`src/hw/rtl/indexed_list_insert_erase_assert.svh`:
```
// assertion macros for the list block
`ifndef INDEXED_LIST_INSERT_ERASE_ASSERT_SVH
`define INDEXED_LIST_INSERT_ERASE_ASSERT_SVH

// same-cycle implication, checked outside reset
`define ILIE_ASSERT_IMP(lbl, ante, cons) \
    lbl: assert property (@(posedge i_clk) disable iff (!i_rst_n) (ante) |-> (cons)) \
        else $error("list block assertion failed");

// next-cycle implication, checked outside reset
`define ILIE_ASSERT_NXT(lbl, ante, cons) \
    lbl: assert property (@(posedge i_clk) disable iff (!i_rst_n) (ante) |=> (cons)) \
        else $error("list block assertion failed");

`endif

```
`src/hw/rtl/ilie_pkg.sv`:
```
`default_nettype none

package ilie_pkg;

    localparam int WORD_W       = 32;
    localparam int LEN_W        = 9;
    localparam int POS_W        = 9;
    localparam int CAPACITY_DEF = 256;
    localparam int CAPACITY_MAX = 65536;
    // wide enough for any position, length or index up to the largest capacity
    localparam int IDXC_W       = $clog2(CAPACITY_MAX + 1);
    // read select groups
    localparam int GRP_W        = 4;
    localparam int GRP          = 1 << GRP_W;

    typedef enum logic [2:0] {
        CMD_SET    = 3'd0,
        CMD_GET    = 3'd1,
        CMD_PUSH   = 3'd2,
        CMD_INSERT = 3'd3,
        CMD_ERASE  = 3'd4,
        CMD_RESIZE = 3'd5
    } t_cmd;

    typedef enum logic [1:0] {
        ST_OK        = 2'd0,
        ST_RANGE     = 2'd1,
        ST_FULL      = 2'd2,
        ST_TOO_LARGE = 2'd3
    } t_status;

    typedef enum logic [2:0] {
        K_NONE,
        K_SET,
        K_INSERT,
        K_ERASE,
        K_FILL
    } t_kind;

    // broadcast to every cell of the chain
    typedef struct packed {
        t_kind               kind;
        logic [IDXC_W-1:0]   lo;
        logic [IDXC_W-1:0]   hi;
        logic [WORD_W-1:0]   value;
    } t_cell_ctl;

endpackage

`default_nettype wire

```
`src/hw/rtl/ilie_cell.sv`:
```
`default_nettype none

module ilie_cell
    import ilie_pkg::*;
#(
    parameter int IDX = 0
) (
    input  wire logic              i_clk,
    input  wire t_cell_ctl         i_ctl,
    input  wire logic [WORD_W-1:0] i_left,
    input  wire logic [WORD_W-1:0] i_right,
    output logic      [WORD_W-1:0] o_data
);

    localparam logic [IDXC_W-1:0] ME = IDXC_W'(IDX);

    logic [WORD_W-1:0] r_data;
    logic [WORD_W-1:0] n_data;

    always_comb begin
        n_data = r_data;
        unique case (i_ctl.kind)
            K_SET: begin
                if (ME == i_ctl.lo) begin
                    n_data = i_ctl.value;
                end
            end
            K_INSERT: begin
                // entries from the position up to the old end move one place up
                if (ME == i_ctl.lo) begin
                    n_data = i_ctl.value;
                end else if (ME > i_ctl.lo && ME <= i_ctl.hi) begin
                    n_data = i_left;
                end
            end
            K_ERASE: begin
                if (ME >= i_ctl.lo && ME < i_ctl.hi) begin
                    n_data = i_right;
                end
            end
            K_FILL: begin
                if (ME >= i_ctl.lo && ME < i_ctl.hi) begin
                    n_data = '0;
                end
            end
            default: begin
                n_data = r_data;
            end
        endcase
    end

    always_ff @(posedge i_clk) begin
        r_data <= n_data;
    end

    assign o_data = r_data;

endmodule

`default_nettype wire

```
`config.mk`:
```
export PLATFORM = sky130hd
export DESIGN_NAME = ilie_cell
export DESIGN_NICKNAME = d
export VERILOG_FILES = /design/src/hw/rtl/indexed_list_insert_erase_assert.svh /design/src/hw/rtl/ilie_pkg.sv /design/src/hw/rtl/ilie_cell.sv
export SDC_FILE = /design/constraint.sdc
export NUM_CORES = 1
export LEC_CHECK = 0
export BUFFER_PORTS_ARGS = -buffer_cell sky130_fd_sc_hd__buf_2
export CAP_MARGIN = 5
export CORE_AREA = 2 2 77 71
export CTS_BUF_LIST = sky130_fd_sc_hd__clkbuf_16
export DETAILED_ROUTE_END_ITERATION = 6
export DIE_AREA = 0 0 79 73
export PLACE_DENSITY_LB_ADDON = 0.05
export SYNTH_ARGS = -nofsm -noshare
export SYNTH_HDL_FRONTEND = slang
export SYNTH_SLANG_ARGS = --single-unit
```
`constraint.sdc`:
```
create_clock -name i_clk -period 4.2 [get_ports i_clk]
set_clock_uncertainty 0.05 [all_clocks]
set_input_delay 0.63 -clock i_clk [delete_from_list [all_inputs] [get_ports i_clk]]
set_output_delay 0.63 -clock i_clk [all_outputs]
set_load 0.02 [all_outputs]
```
======== Word level (Yosys, flattened, before mapping) ========
Index checks and enable logic that the tools add are counted.
storage, ports and cells
  bits in registers ....................... 32
  bits of input ports ..................... 134
  logic and storage cells ................. 24
cells by class
  $lt $le $gt $ge ......................... 4
  eq/ne operators ......................... 8
  mux-type cells .......................... 6
  reduce and logical (&&, ||, !) cells .... 5
operators with widths
  operator                                                                       count
  32-bit 2-to-1 mux                                                              5
  32-bit one-hot mux with 4 select lines                                         1
  1-bit by 17-bit >= comparator with 1-bit output (first input constant)         1
  1-bit by 17-bit > comparator with 1-bit output (first input constant)          1
  1-bit by 17-bit <= comparator with 1-bit output (first input constant)         1
  17-bit zero test                                                               1
  1-bit by 17-bit less-than comparator with 1-bit output (first input constant)  1
  3-bit by 2-bit == test with 1-bit output (second input constant)               2
  2-bit inequality test (second input constant)                                  3
  5-bit AND reduction                                                            1
  4-bit nonzero test                                                             1
  3-bit by 1-bit == test with 1-bit output (second input constant)               1
  3-bit == test (second input constant)                                          1
  3-bit inequality test (second input constant)                                  1
  1-bit logical AND                                                              2

======== Depth between registers and ports, before layout ========
  depth after elaboration ................. 5
  depth in mapped cells ................... 6
  gate-level depth less buffers ........... 4

======== Least setup slack after synthesis ========
No wires, ideal clock.
  path kind ............................... input -> register
  start ................................... in i_ctl[52] (netlist name)
  end ..................................... reg r_data[0], in the netlist o_data[0] (enable)
  arrival time ............................ 3.048 ns
  data required time ...................... 3.718 ns
  path slack .............................. 0.671 ns
  stages .................................. 4
  buffers on the path ..................... 0
  path through ............................ or4_4 -> nor3_4 -> nand3_1 -> a21oi_1
between the ends
  cells in the longest elaborated chain, start to end .. 4
  elaborated cells on any way between the ends .. 10
  those cells by class .................... order compare: 2; eq/ne: 4; reduce/logical: 4
RTL lines
  element                                                                                                            line                                               text
  start, declared                                                                                                    ilie_cell.sv:9                                     input wire t_cell_ctl i_ctl,
  1-bit by 17-bit > comparator with 1-bit output or 1-bit by 17-bit >= comparator with 1-bit output (tied branches)  ilie_cell.sv:32, ilie_cell.sv:37, ilie_cell.sv:42
  1-bit logical AND, on equally long branches                                                                        ilie_cell.sv:32, ilie_cell.sv:37, ilie_cell.sv:42
  3-bit inequality test (no line) or 2-bit inequality test (tied branches)                                           n/a
  5-bit AND reduction (no line) *                                                                                    n/a
  end signal, assigned                                                                                               ilie_cell.sv:53                                    r_data <= n_data;
  end, declared                                                                                                      ilie_cell.sv:17                                    logic [WORD_W-1:0] r_data;
Every way passes the cells marked *; elsewhere a longest branch is shown, timed or not.
A chain may end at the register's enable or synchronous reset.

======== Final worst setup path ========
  start ................................... in i_ctl[67] (netlist name)
  end ..................................... reg r_data[16], in the netlist o_data[16] (enable)
between the ends
  cells in the longest elaborated chain, start to end .. 3
  elaborated cells on any way between the ends .. 10
  those cells by class .................... eq/ne: 8; reduce/logical: 2
RTL lines
  element                                                           line             text
  3-bit by 2-bit == test with 1-bit output (tied with other cells)  ilie_cell.sv:22  unique case (i_ctl.kind)
  3-bit inequality test (no line) (tied with other cells)           n/a
  5-bit AND reduction (no line) *                                   n/a
Marks and branches as above.

==> results.rst <==
.. list-table::
   :header-rows: 1

   * - Metric
     - Value
   * - Result of the run
     - finished clean
   * - Req. time, crit path
     - 4.03 ns
   * - IR Drop Worst-Case VDD
     - 187 uV
   * - Post-route DRC violation count
     - 0
   * - Portion of total power attributed to the clock network
     - 0.400
   * - Growth of design area from synthesis to finish
     - 53.8%
   * - Number of buffers on the longest clock path
     - 2
   * - Crit-path slowest cell
     - a21oi_4
   * - Number of antenna-violating nets in the routed design
     - 0
   * - Fraction of layout cells with a size suffix above 1
     - 0.616
   * - Standard cell core area
     - 0.00507 sq mm
   * - Die span in x
     - 79 microns
   * - Initial core utilization
     - 0.353
   * - Top delay family on crit path
     - compound AO/OA/AOI/OAI gates
   * - Max Slew Vio Count
     - 0
   * - Share of the synthesized netlist area taken by xor and xnor gates
     - 0
   * - Syn avg cell area
     - 13.2 sq um
   * - Slew at the pin closest to its max-slew limit
     - 0.975 ns
   * - Synth Instances
     - 135
   * - Resized cells post-CTS
     - 0
   * - Proportion of total power due to net switching
     - 0.199
   * - Buffers on Ports
     - 165
   * - Setup Crit Path Kind
     - input pin to flip-flop
   * - Number of synthesis warnings
     - 0
   * - Final #Nets
     - 428
   * - Clock transition at the registers of the reported paths
     - 0.05 ns
   * - Fraction of registers with async set or reset after synthesis
     - 0
   * - Via count
     - 1,783
   * - Net Switching
     - 0.000160 W
   * - Die Span Y
     - 73 microns
   * - Via-to-Cell Ratio
     - 4.94
   * - Detailed-router iteration count before antenna repair
     - 4
   * - Dpl ws
     - 1.23 ns
   * - Max-capacitance violation count
     - 0
   * - Setup repair after global routing missed its margin
     - no
   * - Basic-gate share of the synthesized area counting and, or, nand and nor cells
     - 0.196
   * - Placer's final routability congestion estimate
     - 0.763
   * - Share of the yosys chip area belonging to registers
     - 0.538
   * - Slowest Stage Delay on Critical Path
     - 0.81 ns
   * - Biggest area contributors in the synthesized netlist
     - edfxtp_1, a221o_1, and3_1
   * - CTS tree
     - done
   * - Post-synthesis cell type count
     - 25
   * - Total internal power
     - 0.000643 W
   * - H-tree level count
     - 2
   * - Number of enable flip-flop cells after synthesis
     - 32
   * - Routed wire per std cell
     - 13.6 microns
   * - # IOs
     - 166
   * - DRT iter0 DRCs
     - 74
   * - Total clock buffers created by CTS
     - 5
   * - Count of placed standard cells in the final layout, fillers left out
     - 361
   * - Post-synthesis net count
     - 269
   * - Final hold slack
     - 0.611 ns
   * - Finish-stage setup viols
     - 0
   * - Reg power frac
     - 0.444
   * - Number of flip-flops under the largest register name
     - 32
   * - Kind of launch point of the worst setup path
     - input pin
   * - Number of global-route vias before repair
     - 1,592
   * - Commonest non-fill, non-tap cells in the layout
     - buf_2, and3_1, a221o_1, edfxtp_1, clkbuf_16
   * - Power per cell area
     - 292 mW/mm^2
   * - Adder and majority cell fraction of the synthesized area
     - 0
   * - Synthesis-stage register bit count
     - 32
   * - Cell taking the most area after synthesis
     - edfxtp_1
   * - Number of clock sinks seen by CTS
     - 32
   * - GRT Resource Usage Total
     - 0.164
   * - Dominant combinational cell family by area after synthesis
     - compound AO/OA/AOI/OAI gates
   * - Initial antenna violation count
     - 0
   * - Kind of end point of the critical path
     - flip-flop
   * - # Post-CTS Setup Buffers
     - 0
   * - Share of the synthesized area in the top cell type
     - 0.538
   * - Clock Tree Root
     - clkbuf_16
   * - Commonest register cell after synthesis
     - edfxtp_1
   * - Type of the most critical hold path
     - input pin to flip-flop
   * - Number of hold-repair buffers added at the cts stage
     - 0
   * - Largest fanout on the critical path
     - 32
   * - # diodes
     - 0
   * - Die Footprint
     - 0.00577 sq mm
   * - Post-synthesis compound-gate area fraction
     - 0.209
   * - Number of inserted filler cells in the final layout
     - 489
   * - Area of the mapped netlist
     - 0.00179 sq mm
   * - Final Hold Fails
     - 0
   * - Critical path, cell by cell
     - buf_2, nor2b_2, o22ai_1, a21oi_4
   * - Worst EP arrival
     - 2.47 ns
   * - Power share of the combinational group
     - 0.156
   * - Maximum number of pins on one net before global-route repair
     - 38
   * - Standard-cell row count
     - 25
   * - Worst relative slew slack
     - 0.348
   * - Clock period minus final worst setup slack
     - 2.64 ns
   * - Total detailed-routing wirelength
     - 4930 microns
   * - Buffers & Inverters on Critical Path
     - 1
   * - Placed cell count
     - 354
   * - Power after layout
     - 0.000803 W
   * - Final total negative setup slack
     - 0 ns
   * - Most common library cell in the layout ignoring fill and taps
     - buf_2
   * - Global-route wire length before repair
     - 7290 microns
   * - Aggregate global routing overflow
     - 0
   * - Maximum clock frequency
     - 379 MHz
   * - Final Cycle Share
     - 0.628
   * - Cell leakage power
     - 1.32 nW
   * - Share of cell area taken by muxes after synthesis
     - 0
   * - Worst setup slack after layout
     - 1.56 ns
==> Yosys cell counts (all sizes together) (3+ instances only) <==
cell type	instances
a221o	32
and3	32
edfxtp	32
buf	7
clkbuf	7
nor2	3
nor2b	3
nor3	3
nor4	3
or4	3
==> logic make-up after synthesis <==
| family | count (synthesis) |
|---|---|
| flops | 32 |
| compound gates | 37 |
| simple gates | 52 |
| buf+inv | 14 |
==> power groups by stage <==
stage	clock, W	combinational (W)	sequential [W]
2_1_floorplan	0	0.0000617	0.000362
3_3_place_gp	0	0.000126	0.000362
3_5_place_dp	0	0.000127	0.000362
4_1_cts	0.000328	0.000127	0.000356
5_1_grt	0.000345	0.000140	0.000356
6_report	0.000321	0.000126	0.000356
==> metrics by stage <==
step / instance area, sq um / util
after floorplan: 1790 / -
after global placement: 2620 / 0.516
after detailed placement: 2620 / 0.516
after CTS: 2750 / 0.542
after global routing: 2750 / 0.542
final: 2750 / 0.542
==> area by class of cell <==
type / count / area (sq um) / share of cell area
flip-flops and latches: 32 / 961 / 0.350
clock inverters: 2 / 7.51 / 0.00273
repair buffers: 166 / 833 / 0.303
well taps: 67 / 83.8 / 0.0305
multi-input cells: 89 / 737 / 0.268
clock buffers: 5 / 125 / 0.0455
==> worst paths after layout <==
check / cells after the start / start / end
worst min-delay path: 2 / i_left[24] / o_data[24]$_DFFE_PP_
worst max-delay path: 4 / i_ctl[67] / o_data[16]$_DFFE_PP_
==> metal layers <==
layer | GRT usage | vias to the layer above | part of all wire
li1 | - | 898 | -
met1 | 0.200 | 786 | 0.41
met2 | 0.282 | 97 | 0.48
met3 | 0.0594 | 2 | 0.10
met4 | 0.0307 | 0 | 0.0055
met5 | 0 | - | 0
Power figures use the tool's default switching activity.
